===== config.mk =====
export PLATFORM = sky130hd
export DESIGN_NAME = hpe_div
export DESIGN_NICKNAME = d
export VERILOG_FILES = /design/src/hdl/hpe_pkg.sv /design/src/hdl/hpe_div.sv
export SDC_FILE = /design/constraint.sdc
export NUM_CORES = 2
export LEC_CHECK = 0
export ABC_AREA = 1
export BUFFER_PORTS_ARGS = -buffer_cell sky130_fd_sc_hd__buf_2
export CAP_MARGIN = 0
export CELL_PAD_IN_SITES_DETAIL_PLACEMENT = 0
export CELL_PAD_IN_SITES_GLOBAL_PLACEMENT = 1
export CORE_MARGIN = 4
export CORE_UTILIZATION = 52
export DETAILED_ROUTE_END_ITERATION = 6
export PLACE_DENSITY_LB_ADDON = 0.1
export SLEW_MARGIN = 30
export SYNTH_ARGS = -nofsm -noshare
export SYNTH_HDL_FRONTEND = slang
export SYNTH_SLANG_ARGS = --single-unit

===== constraint.sdc =====
create_clock -name clock -period 5.5 [get_ports clock]
set_input_delay 0.275 -clock clock [delete_from_list [all_inputs] [get_ports clock]]
set_output_delay 0.275 -clock clock [all_outputs]
set_load 0.02 [all_outputs]

===== src/hdl/hpe_pkg.sv =====
package hpe_pkg;

   // color width actually used from each input component
   localparam int COLOR_BITS = 16;
   localparam logic [15:0] COLOR_MASK = 16'((32'd1 << COLOR_BITS) - 32'd1);

   localparam logic [16:0] ONE_Q16 = 17'd65536;

   // divider geometry: 32-bit dividend, 16-bit divisor, two bits per stage
   localparam int DIV_STEPS  = 2;
   localparam int DIV_STAGES = 32 / DIV_STEPS;

   // register indexes on the csr port
   localparam logic [1:0] REG_BEAT_PERIOD    = 2'd0;
   localparam logic [1:0] REG_BASE_LEVEL     = 2'd1;
   localparam logic [1:0] REG_PEAK_LEVEL     = 2'd2;
   localparam logic [1:0] REG_PULSE_FRACTION = 2'd3;

   typedef struct packed {
      logic [31:0] time_ms;
      logic [7:0]  channel;
      logic [15:0] red;
      logic [15:0] green;
      logic [15:0] blue;
      logic [15:0] white;
      logic [16:0] intensity;
   } req_type;

   typedef struct packed {
      logic [7:0]  out_channel;
      logic [15:0] out_red;
      logic [15:0] out_green;
      logic [15:0] out_blue;
      logic [15:0] out_white;
   } rsp_type;

   // settings seen by the datapath
   typedef struct packed {
      logic [15:0] period;   // never zero
      logic [15:0] edge_len; // never zero
      logic [15:0] base_level;
      logic [15:0] peak_level;
   } cfg_type;

   // item data that rides alongside the dividers
   typedef struct packed {
      logic [7:0]       channel;
      logic [3:0][15:0] lo;
      logic [3:0][15:0] hi;
      logic [16:0]      inten;
   } side_type;

   // DIV_STEPS restoring steps on {partial remainder, dividend/quotient}
   function automatic logic [47:0] div_steps(input logic [47:0] rq, input logic [15:0] d);
      logic [47:0] r;
      logic [16:0] t;
      logic [16:0] s;
      r = rq;
      for (int i = 0; i < DIV_STEPS; i++) begin
         t = {r[47:32], r[31]};
         s = t - {1'b0, d};
         r = {r[46:0], 1'b0};
         if (t >= {1'b0, d}) begin
            r[47:32] = s[15:0];
            r[0] = 1'b1;
         end else begin
            r[47:32] = t[15:0];
         end
      end
      return r;
   endfunction

   function automatic logic [15:0] scale_q16(input logic [15:0] c, input logic [15:0] f);
      logic [31:0] p;
      p = c * f;
      return p[31:16];
   endfunction

endpackage


===== src/hdl/hpe_div.sv =====
module hpe_div
   import hpe_pkg::*;
(
   input  logic        clock,
   input  logic        reset,
   input  logic        adv,
   input  logic        in_valid,
   input  logic [31:0] in_dividend,
   input  logic [15:0] in_divisor,
   input  side_type    in_side,
   output logic        out_valid,
   output logic [47:0] out_rq,
   output side_type    out_side
);

   logic [47:0] rq_ff   [DIV_STAGES];
   logic        vld_ff  [DIV_STAGES];
   side_type    side_ff [DIV_STAGES];

   // valid bits of the divider stages
   always_ff @(posedge clock) begin
      if (reset) begin
         for (int s = 0; s < DIV_STAGES; s++) begin
            vld_ff[s] <= 1'b0;
         end
      end else if (adv) begin
         vld_ff[0] <= in_valid;
         for (int s = 1; s < DIV_STAGES; s++) begin
            vld_ff[s] <= vld_ff[s-1];
         end
      end
   end

   // two quotient bits per stage
   always_ff @(posedge clock) begin
      if (adv) begin
         rq_ff[0]   <= div_steps({16'd0, in_dividend}, in_divisor);
         side_ff[0] <= in_side;
         for (int s = 1; s < DIV_STAGES; s++) begin
            rq_ff[s]   <= div_steps(rq_ff[s-1], in_divisor);
            side_ff[s] <= side_ff[s-1];
         end
      end
   end

   // remainder in the high 16 bits, quotient in the low 32 bits
   assign out_valid = vld_ff[DIV_STAGES-1];
   assign out_rq    = rq_ff[DIV_STAGES-1];
   assign out_side  = side_ff[DIV_STAGES-1];

endmodule


Word-level counts from Yosys, hierarchy flattened --
Memory sizes are Yosys's and may differ from the RTL's. Index checks and enable logic that the tools add are counted.
Word-level totals: register bits after elaboration 0, bits in latches 0, memory bits (writable) 3232, ROM bits 0, output and inout port bits 202, memories kept 3
Cells by class: add/subtract/negate cells 32, $mul 0, div/mod/pow operators 0, $lt $le $gt $ge 32, eq/ne operators 0, shift operators 0, muxes and demuxes 150, bitwise operators 16, reduce and logical (&&, ||, !) cells 0
Memory list:
- side_ff | words 16, bits a word 153, rd ports 16, clocked after Yosys merged registers in 0, write ports 16, line hpe_div.sv:18 | side_type side_ff [DIV_STAGES];
- rq_ff | words 16, bits a word 48, rd ports 16, clocked after Yosys merged registers in 0, write ports 16, line hpe_div.sv:16 | logic [47:0] rq_ff [DIV_STAGES];
- vld_ff | words 16, bits a word 1, rd ports 16, clocked after Yosys merged registers in 0, write ports 16, line hpe_div.sv:17 | logic vld_ff [DIV_STAGES];
Operators with widths (count):
- $mux W16 | 64
- $ge A17 B16 Y1 | 31
- $sub A16 B16 Y16 | 31
- $mux W1 | 86
- $ge A1 B16 Y1 | 1
- $or A1 B1 Y1 | 16
- $sub A1 B16 Y16 | 1

Longest topological paths before layout --
word-level depth 6, gate-level depth with buffers 29, depth with buffers taken out 26

Least setup slack after synthesis --
No wires, ideal clock.
path kind in2reg, start input in_divisor[1], end memory rq_ff[1][42] (netlist: rq_ff[0][90]) (data pin), setup time 0.253 ns, arrival 4.063 ns, data required time 5.247 ns, path slack 1.184 ns, stages 25, buffers on the path 2, cell sequence inv_2 > ha_1 > and3_1 > nand3_1 > nor2_1 > nor2_2 > nand2_4 > inv_2 > buf_4 > nand2_1 > nand2_1 > ha_1 > nand2_1 > inv_1 > a21oi_1 > inv_1 > nand2_1 > nand3_1 > nand2_1 > nand2_1 > nand2_2 > nand4_4 > buf_2 > nand2_1 > nand2_1
RTL lines:
- start, declared | line hpe_div.sv:9 | input logic [15:0] in_divisor,
- end, declared | line hpe_div.sv:16

==> impl_results.md <==
- Seq/Total Area, Yosys: 73.42%
- Most common cell in the netlist: edfxtp_1
- Synth Area in Compound Gates: 3.238%
- Worst r2r src: rq_ff[0][42]
- Endpoints failing setup: 0
- Clk root buf: clkbuf_16
- DR WL/cell: 18.98 µm
- Mux share of post-synthesis cell area: 0%
- Number of global-route vias before repair: 71.73k
- Worst R2R Path Depth: 23
- Initial antenna violation count: 11
- H-tree levels: 5
- Max_cap viols: 0
- Yosys reg bits: 3232
- Endpoint class of the critical path: register
- Crit path arrival time: 5450 ps
- RSZ-0062 raised after global routing: false
- Fmax achieved: 0.2071 GHz
- Netlist cell types: 62
- Pre-antenna DRT Iters: 6
- Max IR drop VDD: 376.0 µV
- Slowest stage cell, crit path: inv_1
- Die H: 512.2 µm
- Hold Path Origin: in_side[119]
- Initial core utilization: 52.44%
- Worst hold path depth: 2
- Setup TNS: 0 ps
- CP required: 6120 ps
- Buffer count from post-CTS setup fixing: 0
- Worst path max stage delay: 670 ps
- Final nets: 11.31k
- Place WS: 168.0 ps
- CP most frequent cell: nand2_1
- Design area: 152100 µm²
- EDFF count, synth: 3232
- Clock Latency Late Sink: 930 ps
- Hold_buf cts: 276
- Via Count: 72.71k
- Horiz. Die Dim: 512.2 µm
- Post-synthesis simple-gate area fraction: 12.61%
- Pleak: 60.33 nW
- Layout cells sized above 1: 13.52%
- Adder-cell share of the synthesized area: 5.183%
- Dpl hpwl: 178100 µm
- Outcome: complete, no violations
- Vias per inst: 5.131
- Largest net degree at the start of global routing: 166
- P per Cell Area: 596.4 nW/µm²
- Fin util: 60.32%
- Gr ovfl total: 0
- Startpoint Class: primary input
- PortBufs: 406
- Cell count after synthesis: 9579
- CTS buffer count: 337
- Yosys top cell area share: 73.42%
- Syn_area_per_cell: 13.80 µm²
- CTS resizes: 0
- Synth Warn #: 0
- Most frequent cells after synthesis: 3232 x edfxtp_1, 2359 x nand2_1, 650 x inv_1
- Die area: 262300 µm²
- Final worst-path cycle share: 87.80%
- Global-route wire length before repair: 412900 µm
- Row count: 184
- Area Overhead vs Synth: 15.03%
- Clock Sinks: 3232
- Share of flip-flops with an asynchronous set or reset: 0%
- Antenna-violating nets left: 0
- Post-DP Area: 138800 µm²
- Post-Synth XOR/XNOR Area: 1.941%
- Critical path class: in2reg
- Final Max Slew Viols: 0
- Bufs on Longest Clock Path: 4
- Synth Net Count: 10.31k
- Routability cong.: 0.8866
- All-Layer GR Usage: 20.24%
- Num ports: 407
- Mapped cell area: 132200 µm²
- Synth area leaders: edfxtp_1 73%, nand2_1 6.7%, ha_1 4.7%, nand3_1 2.2%, inv_1 1.8%
- Flop2flop setup slack: 830 ps
- Hold EP: side_ff[0][119]
- Area leader, netlist: edfxtp_1
- Hold Violations, Final: 0
- Max-slew headroom: 38.00%
- Clock slew at reported path FFs: 60 ps
- Starting DRT DRC Count: 5344
- Most used DFF post-synth: edfxtp_1
- Min Clock Period, post-route: 4829 ps
- CTS tree: built
- Setup ws final: 671.0 ps
- Worst Skew: 101.1 ps
- Total wire length: 268900 µm
- Drt drc: 0
- Crit-path max FO: 26
- R2r endpoint: rq_ff[0][91]
- Worst Tran Pin Value: 929.1 ps
- Core Region: 252100 µm²
- Combinational family with the most area after synthesis: simple AND/OR/NAND/NOR gates
- Pwr Total: 90.69 mW
- Class of the tightest hold or removal check: in2reg
==> cell type report <==
cell class | instances | area, µm²
antenna | 7 | 17.52
multi-input combinational | 5374 | 30360
inverter | 683 | 2577
clock inverter | 183 | 1705
tap | 3348 | 4189
sequential | 3232 | 97050
fill | 19120 | 100000
clock buffer | 395 | 8715
timing repair buffer | 948 | 7440
==> how the worst max path moves through the flow <==
| stage | from | end | slack [ps] | cells after the start |
|---|---|---|---|---|
| after floorplan | in_divisor[1] | rq_ff[0][90] | 1180 | 25 |
| after global placement | in_divisor[7] | rq_ff[1][334] | 190 | 24 |
| after detailed placement | in_divisor[7] | rq_ff[1][324] | 170 | 24 |
| after CTS | in_divisor[9] | rq_ff[1][324] | 740 | 25 |
| after global routing | in_divisor[9] | rq_ff[1][332] | 280 | 25 |
| final | in_divisor[9] | rq_ff[1][324] | 670 | 25 |
==> logic make-up after synthesis <==
family,after synthesis
AO/OA/AOI/OAI,770
XOR/XNOR,293
adder cells (fa/ha/maj),529
buffers and inverters,973
flip-flops,3232
AND/OR/NAND/NOR,3782
==> state kept, by name, summed over array words and instances (netlist names) <==
signal / count
side_ff: 2448
vld_ff: 16
rq_ff: 768
==> placed cells by master (no fill, tap or decap), types with 66 or more instances in the layout <==
master,count
edfxtp_1,3232
nand2_1,2359
inv_1,645
nand3_1,590
ha_1,498
buf_2,405
a21oi_1,403
nor2_1,380
clkbuf_16,340
dlygate4sd3_1,276
buf_4,216
xor2_1,186
o21ai_0,179
xnor2_1,107
nand4_1,91
nand2_2,66
==> power by group <==
part	switching, mW	internal (mW)
registers	1.34	31.3
logic	23.4	13.4
clock network	8.89	12.4
==> metal layers <==
| metal | GRT usage [%] | part of all wire, % | vias up |
|---|---|---|---|
| li1 | - | - | 35900 |
| met1 | 29.42 | 47 | 34700 |
| met2 | 31.85 | 46 | 1651 |
| met3 | 3.227 | 4.7 | 461 |
| met4 | 5.908 | 2.9 | 0 |
| met5 | 0 | 0 | - |
==> worst max-delay path, delay by kind of cell <==
family | cells | cell delay (ps)
compound gates | 2 | 400
fa+ha+maj | 2 | 690
buf+inv | 7 | 2170
simple gates | 14 | 1850
==> metrics by stage <==
step                hold WS, ps  instances
finish                    86.85      14170
global route              25.20      14170
CTS                       1.326      14160
detailed placement        404.5      13310
global placement          400.1      13310
floorplan                 373.9       9579
(Power assumes the default switching activity.)
