## config.mk

```make
export PLATFORM = sky130hd
export DESIGN_NAME = hpe_csr
export DESIGN_NICKNAME = d
export VERILOG_FILES = /design/src/hdl/hpe_pkg.sv /design/src/hdl/hpe_csr.sv
export SDC_FILE = /design/constraint.sdc
export NUM_CORES = 1
export LEC_CHECK = 0
export BUFFER_PORTS_ARGS = -buffer_cell sky130_fd_sc_hd__buf_2
export CAP_MARGIN = 10
export CORE_MARGIN = 8
export CORE_UTILIZATION = 40
export CTS_CLUSTER_SIZE = 40
export DETAILED_ROUTE_END_ITERATION = 8
export HOLD_SLACK_MARGIN = 0.1
export PLACE_DENSITY = 0.68
export SYNTH_ARGS = -nofsm -noshare
export SYNTH_HDL_FRONTEND = slang
export SYNTH_SLANG_ARGS = --single-unit
export TNS_END_PERCENT = 1
```

## constraint.sdc

```tcl
create_clock -name clock -period 6.81 [get_ports clock]
set_input_delay 0.3405 -clock clock [delete_from_list [all_inputs] [get_ports clock]]
set_output_delay 0.3405 -clock clock [all_outputs]
set_load 0.01 [all_outputs]
```

## src/hdl/hpe_pkg.sv

```systemverilog
package hpe_pkg;

   // color width actually used from each input component
   localparam int COLOR_BITS = 16;
   localparam logic [15:0] COLOR_MASK = 16'((32'd1 << COLOR_BITS) - 32'd1);

   localparam logic [16:0] ONE_Q16 = 17'd65536;

   // divider geometry: 32-bit dividend, 16-bit divisor, two bits per stage
   localparam int DIV_STEPS  = 2;
   localparam int DIV_STAGES = 32 / DIV_STEPS;

   // register indexes on the csr port
   localparam logic [1:0] REG_BEAT_PERIOD    = 2'd0;
   localparam logic [1:0] REG_BASE_LEVEL     = 2'd1;
   localparam logic [1:0] REG_PEAK_LEVEL     = 2'd2;
   localparam logic [1:0] REG_PULSE_FRACTION = 2'd3;

   typedef struct packed {
      logic [31:0] time_ms;
      logic [7:0]  channel;
      logic [15:0] red;
      logic [15:0] green;
      logic [15:0] blue;
      logic [15:0] white;
      logic [16:0] intensity;
   } req_type;

   typedef struct packed {
      logic [7:0]  out_channel;
      logic [15:0] out_red;
      logic [15:0] out_green;
      logic [15:0] out_blue;
      logic [15:0] out_white;
   } rsp_type;

   // settings seen by the datapath
   typedef struct packed {
      logic [15:0] period;   // never zero
      logic [15:0] edge_len; // never zero
      logic [15:0] base_level;
      logic [15:0] peak_level;
   } cfg_type;

   // item data that rides alongside the dividers
   typedef struct packed {
      logic [7:0]       channel;
      logic [3:0][15:0] lo;
      logic [3:0][15:0] hi;
      logic [16:0]      inten;
   } side_type;

   // DIV_STEPS restoring steps on {partial remainder, dividend/quotient}
   function automatic logic [47:0] div_steps(input logic [47:0] rq, input logic [15:0] d);
      logic [47:0] r;
      logic [16:0] t;
      logic [16:0] s;
      r = rq;
      for (int i = 0; i < DIV_STEPS; i++) begin
         t = {r[47:32], r[31]};
         s = t - {1'b0, d};
         r = {r[46:0], 1'b0};
         if (t >= {1'b0, d}) begin
            r[47:32] = s[15:0];
            r[0] = 1'b1;
         end else begin
            r[47:32] = t[15:0];
         end
      end
      return r;
   endfunction

   function automatic logic [15:0] scale_q16(input logic [15:0] c, input logic [15:0] f);
      logic [31:0] p;
      p = c * f;
      return p[31:16];
   endfunction

endpackage

```

## src/hdl/hpe_csr.sv

```systemverilog
module hpe_csr
   import hpe_pkg::*;
(
   input  logic        clock,
   input  logic        reset,
   input  logic        csr_psel,
   input  logic        csr_penable,
   input  logic        csr_pwrite,
   input  logic [3:0]  csr_paddr,
   input  logic [31:0] csr_pwdata,
   output logic [31:0] csr_prdata,
   output logic        csr_pready,
   output cfg_type     cfg
);

   logic [15:0] period_ff;
   logic [15:0] base_ff;
   logic [15:0] peak_ff;
   logic [13:0] frac_ff;
   logic [13:0] edge_ff;
   logic [13:0] edge_in;
   logic [15:0] period_eff;
   logic [29:0] edge_prod;
   logic        wr_en;
   logic [1:0]  idx;

   assign csr_pready = 1'b1;
   assign wr_en = csr_psel & csr_penable & csr_pwrite;
   assign idx = csr_paddr[3:2];

   // register writes
   always_ff @(posedge clock) begin
      if (reset) begin
         period_ff <= 16'd1000;
         base_ff   <= 16'd6554;
         peak_ff   <= 16'd65535;
         frac_ff   <= 14'd9830;
      end else if (wr_en) begin
         case (idx)
            REG_BEAT_PERIOD:    period_ff <= csr_pwdata[15:0];
            REG_BASE_LEVEL:     base_ff   <= csr_pwdata[15:0];
            REG_PEAK_LEVEL:     peak_ff   <= csr_pwdata[15:0];
            REG_PULSE_FRACTION: frac_ff   <= csr_pwdata[13:0];
            default: ;
         endcase
      end
   end

   // read back
   always_comb begin
      case (idx)
         REG_BEAT_PERIOD:    csr_prdata = {16'd0, period_ff};
         REG_BASE_LEVEL:     csr_prdata = {16'd0, base_ff};
         REG_PEAK_LEVEL:     csr_prdata = {16'd0, peak_ff};
         REG_PULSE_FRACTION: csr_prdata = {18'd0, frac_ff};
         default:            csr_prdata = 32'd0;
      endcase
   end

   // edge length, zero period and zero edge act as one
   assign period_eff = (period_ff == 16'd0) ? 16'd1 : period_ff;
   assign edge_prod  = period_eff * frac_ff;
   assign edge_in    = (edge_prod[29:16] == 14'd0) ? 14'd1 : edge_prod[29:16];

   always_ff @(posedge clock) begin
      if (reset) begin
         edge_ff <= 14'd1;
      end else begin
         edge_ff <= edge_in;
      end
   end

   assign cfg.period     = period_eff;
   assign cfg.edge_len   = {2'd0, edge_ff};
   assign cfg.base_level = base_ff;
   assign cfg.peak_level = peak_ff;

endmodule

```

# == Word-level counts from Yosys, hierarchy flattened ==
# Cells that the tools add are included.
# word_totals
word_cells,21
out_inout_bits,97
in_bits,41
reg_bits,76
# classes
n_mul,1
reduce_logical,8
n_mux,2
eq_ne,3
bitwise_logic,2
# ops
op,n
case mux 32 bit (4 select lines),1
multiplier 16 x 14 -> 30 bit,1
zero test 16 bit,1
two-way mux 16 bit,1
zero test 14 bit,1
AND reduction 2 bit,4
"== test 2 bit, second input constant",2
AND 1 bit,2
"== test 2 x 1 -> 1 bit, second input constant",1
zero test 2 bit,1
OR reduction 2 bit,1

# == Logic depth before layout (Yosys ltp) ==
# depth
depth_word,5
mapped_depth,26
mapped_depth_nobuf,24

# == Least setup slack after synthesis ==
# No wires, ideal clock.
# synth_timing
path_type,register -> register
start,register period_ff[2]
end,register edge_ff[0]
synth_period_minus_slack_ns,6.415
path_buffers,2
required_time_ns,6.714
path_slack_ns,0.395
setup_time_ns,0.096
path_stages_with_launch,25
arrival_ns,6.319
cell_sequence,dfxtp_1 > clkbuf_1 > nor4_1 > a41o_1 > clkbuf_1 > nand2_1 > fa_1 > fa_1 > inv_1 > fa_1 > fa_1 > fa_1 > inv_1 > fa_1 > inv_1 > ha_1 > a21oi_2 > o211ai_1 > a41o_1 > a31o_1 > or2_1 > a211o_1 > a221oi_2 > nand4_1 > o41ai_2
# synth_rtl
element,line,rtl
"start, declared",hpe_csr.sv:16,logic [15:0] period_ff;
"start signal, assigned",hpe_csr.sv:40,REG_BEAT_PERIOD: period_ff <= csr_pwdata[15:0];
"end signal, assigned",hpe_csr.sv:69,edge_ff <= edge_in;
"end, declared",hpe_csr.sv:20,logic [13:0] edge_ff;

# == Worst setup path after layout ==
# layout_timing
start,register period_ff[3]
end,register edge_ff[0]
# layout_between
elab_chain_len,5
# layout_lines
element,line,rtl
zero test 16 bit,hpe_csr.sv:61,assign period_eff = (period_ff == 16'd0) ? 16'd1 : period_ff;
two-way mux 16 bit *,hpe_csr.sv:61,
multiplier 16 x 14 -> 30 bit *,hpe_csr.sv:62,assign edge_prod = period_eff * frac_ff;
zero test 14 bit,hpe_csr.sv:63,assign edge_in = (edge_prod[29:16] == 14'd0) ? 14'd1 : edge_prod[29:16];
OR reduction 2 bit (no line),-,
# Every way passes the cells marked *; elsewhere a longest branch is shown, timed or not.
# A chain may end at the register's enable or synchronous reset.

==> results.md <==
* Crit path required time at between 7000 and 8000 ps
* Final worst path period need at 6500 ps
* Worst slew pin tran at 1160 ps
* CTS H-tree lvls at 3
* Clock Skew at 10.8 ps
* First-pass GRT wire length at 43400 um
* Critical path buffers and inverters at 3
* Io pins at approximately 140
* Hold Path Class: in -> reg
* CP Max Fanout at 5
* Setup TNS at 0 ps
* Worst path arrival time at roughly 6700 ps
* Clk sinks at between 70 and 80
* Slowest-stage cell, CP: fa_1
* Latest clock arrival within the worst-skew pair at 340 ps
* Share of cells above drive strength 1 at ~14%
* DP Area at 11200 um2
* Crit path largest cell delay at 490 ps
* Dpl hpwl at around 20000 um
* Syn_area_per_cell at a little under 9 um2
* Initial cell density of the core at slightly above 40%
* CP Launch Type: register
* RSZ-0062 raised after global routing: no
* Core area at ~26000 um2
* Hold Path Origin: csr_pwdata[14]
* Cell row count at 59
* Routed wire length at between 20000 and 30000 um
* RD Place Congestion at around 0.84
* Hold Crit Depth at 2
* Final Setup Violations at 0
* Nets at approximately 1500
* Cell count after synthesis at between 1000 and 1500
* Critical Path, Cell by Cell: nor4_1, a41o_2, nand2_1, fa_1, fa_1, inv_1, fa_1, fa_1, fa_1, inv_1, fa_1, inv_1, ha_1, a21oi_2, o211ai_1, a41o_1, a31o_1, or2_1, a211o_1, a221oi_2, nand4_1, o41ai_2
* FF-to-FF setup slack at about 310 ps
* Fillers at between 2000 and 3000
* Die area at between 30000 and 40000 um2
* CTS tree: done
* R2r startpoint: period_ff[3]$_SDFFE_PP1P_
* Die X at ~180 um
* Hold endpoint: peak_ff[14]$_SDFFE_PP1P_
* Sequential Area at between 1500 and 2000 um2
* Post-synth top area share at between 30% and 40%
* Pre-Repair DR Iteration Count at 5
* Commonest non-fill, non-tap cell in the layout: nand2_1
* Final ANT Viol Nets at 0
* Run status: completed
* Fin crit share at 95.4%
* TritonCTS buffer count at 9
* CTS Buffer Depth at 2
* Unique cell type count in the Yosys netlist at between 50 and 60
* Sequential area share after synthesis at between 10% and 20%
* Final Hold Fails at 0
* Setup bufs post-CTS at 0
* Global-route usage over all layers at between 10% and 20%
* Slew Limit Fails at 0
* Fin area at 11500 um2
* YS warnings at 0
* Relative slew margins at between 20% and 30%
* Final Power at 2.24 mW
* Final global-route overflow total at 0
* Synth area leader: fa_1
* Vias in the first global route at between 8000 and 9000
* N_diodes at 0
* IO Port Bufs at 100
* Max Clk Rate at between 0.15 and 0.2 GHz
* Commonest non-fill, non-tap cells in the layout: nand2_1 (223), inv_1 (172), fa_1 (164)
* Root buffer cell: clkbuf_16
* Via density at 5.10
* Area occupied by multi-input gates at between 7000 and 8000 um2
* Worst reg2reg path depth at 22
* Worst path depth at 22
* WL/cell at ~17 um
* Asr flop ratio synth at 0%
* Clock transition at path regs at approximately 70 ps
* Mapped cell area at between 10000 and 15000 um2
* Power per cell area at roughly 190 nW/um2
* Most area-consuming cells after synthesis: fa_1 (31%), dfxtp_1 (15%), ha_1 (11%)
* Synth Flop Type: dfxtp_1
* Initial antenna violation count at 0
* Final Util at approximately 45%
* Via count at about 8100
* Reg-to-Reg End: edge_ff[0]$_SDFF_PP1_
* Pleak at 5.78 nW
* VDD IR max at approximately 0.14 mV
* Kind of critical path: reg -> reg
* Initial drt markers at around 450
* CP endpoint kind: register
* Largest net degree at the start of global routing at 77
* Synthesis-to-layout area growth at 10.7%
* Die height at 177 um
* Seq cells post-synth at 76
* Crit-path leading delay family: adder cells
* Max-cap violations at 0
* Remaining DRCs at 0
* Post-synth EDFFs at 0
* Cell mode on critical path: fa_1
==> logic make-up (layout without fill, tap and decap cells) <==
family	after synthesis	in the layout	synth area share (%)
multiplexers	16	16	3.21
buffers and inverters	271	322	10.4
adder cells (fa/ha/maj)	256	256	42.5
XOR/XNOR	11	11	0.996
AND/OR/NAND/NOR	437	437	20.6
flip-flops	76	76	14.6
AO/OA/AOI/OAI	115	115	7.56
other	2	19	0.0720
==> registers in the layout (all words and copies together), names as in the netlist <==
| signal | count |
|---|---|
| frac_ff | 14 |
| period_ff | 16 |
| peak_ff | 16 |
| base_ff | 16 |
| edge_ff | 14 |
==> synth_stat cells, types with 2 or more instances <==
cell type	n
a211o_1	17
a211oi_1	8
a21o_1	7
a21oi_1	41
a21oi_2	3
a31oi_1	2
a41o_1	2
and2_1	116
and3_1	7
buf_1	5
buf_4	19
clkbuf_1	74
conb_1	2
dfxtp_1	76
fa_1	164
ha_1	92
inv_1	172
mux2i_1	2
mux4_2	14
nand2_1	223
nand3_1	6
nand3b_1	20
nand4_1	7
nor2_1	19
nor2b_1	23
nor3_1	3
nor4_1	3
o211ai_1	5
o21ai_0	12
o21ai_1	5
or3_1	3
xnor2_1	9
==> timing repair <==
item / in CTS / in global routing
gates resized for setup: 0 / 4
hold buffers: 0 / 0
endpoints found under the setup margin: 0 / 1
==> per-stage QoR <==
step / hold slack (ps) / std cells / worst slack (ps)
6_report: 251 / 1587 / 313
5_1_grt: 255 / 1587 / 6.30
4_1_cts: 240 / 1587 / 238
3_5_place_dp: 459 / 1571 / 275
3_3_place_gp: 455 / 1571 / 273
2_1_floorplan: 458 / 1201 / 395
==> cell type report <==
| class | count | area share, % |
|---|---|---|
| Clock buffer | 10 | 2.07 |
| Timing Repair Buffer | 134 | 6.55 |
| Multi-Input combinational cell | 854 | 68.4 |
| Tap cell | 335 | 3.63 |
| Inverter | 172 | 5.59 |
| Clock inverter | 6 | 0.618 |
| Sequential cell | 76 | 13.2 |
==> report_power, final <==
group | internal [mW] | leakage, nW | switching, mW
logic | 0.517 | 5.02 | 0.726
registers | 0.475 | 0.617 | 0.0133
clock network | 0.297 | 0.145 | 0.211
==> per-layer routing <==
metal / up-vias / part of all wire, % / track usage, %
li1: 3780 / - / -
met3: 39 / 4.8 / 2.40
met4: 0 / 2.2 / 5.45
met5: - / 0 / 0
met1: 4059 / 41 / 20.9
met2: 220 / 52 / 30.4
==> worst max path at each step <==
stage                                    from               endpoint  slack, ps
finish              period_ff[3]$_SDFFE_PP1P_  edge_ff[0]$_SDFF_PP1_        310
global route        period_ff[3]$_SDFFE_PP1P_  edge_ff[0]$_SDFF_PP1_          6
CTS                 period_ff[7]$_SDFFE_PP1P_  edge_ff[0]$_SDFF_PP1_        240
detailed placement  period_ff[7]$_SDFFE_PP1P_  edge_ff[0]$_SDFF_PP1_        280
global placement    period_ff[7]$_SDFFE_PP1P_  edge_ff[0]$_SDFF_PP1_        270
floorplan           period_ff[2]$_SDFFE_PP0P_  edge_ff[0]$_SDFF_PP1_        390
(Power assumes the default switching activity.)
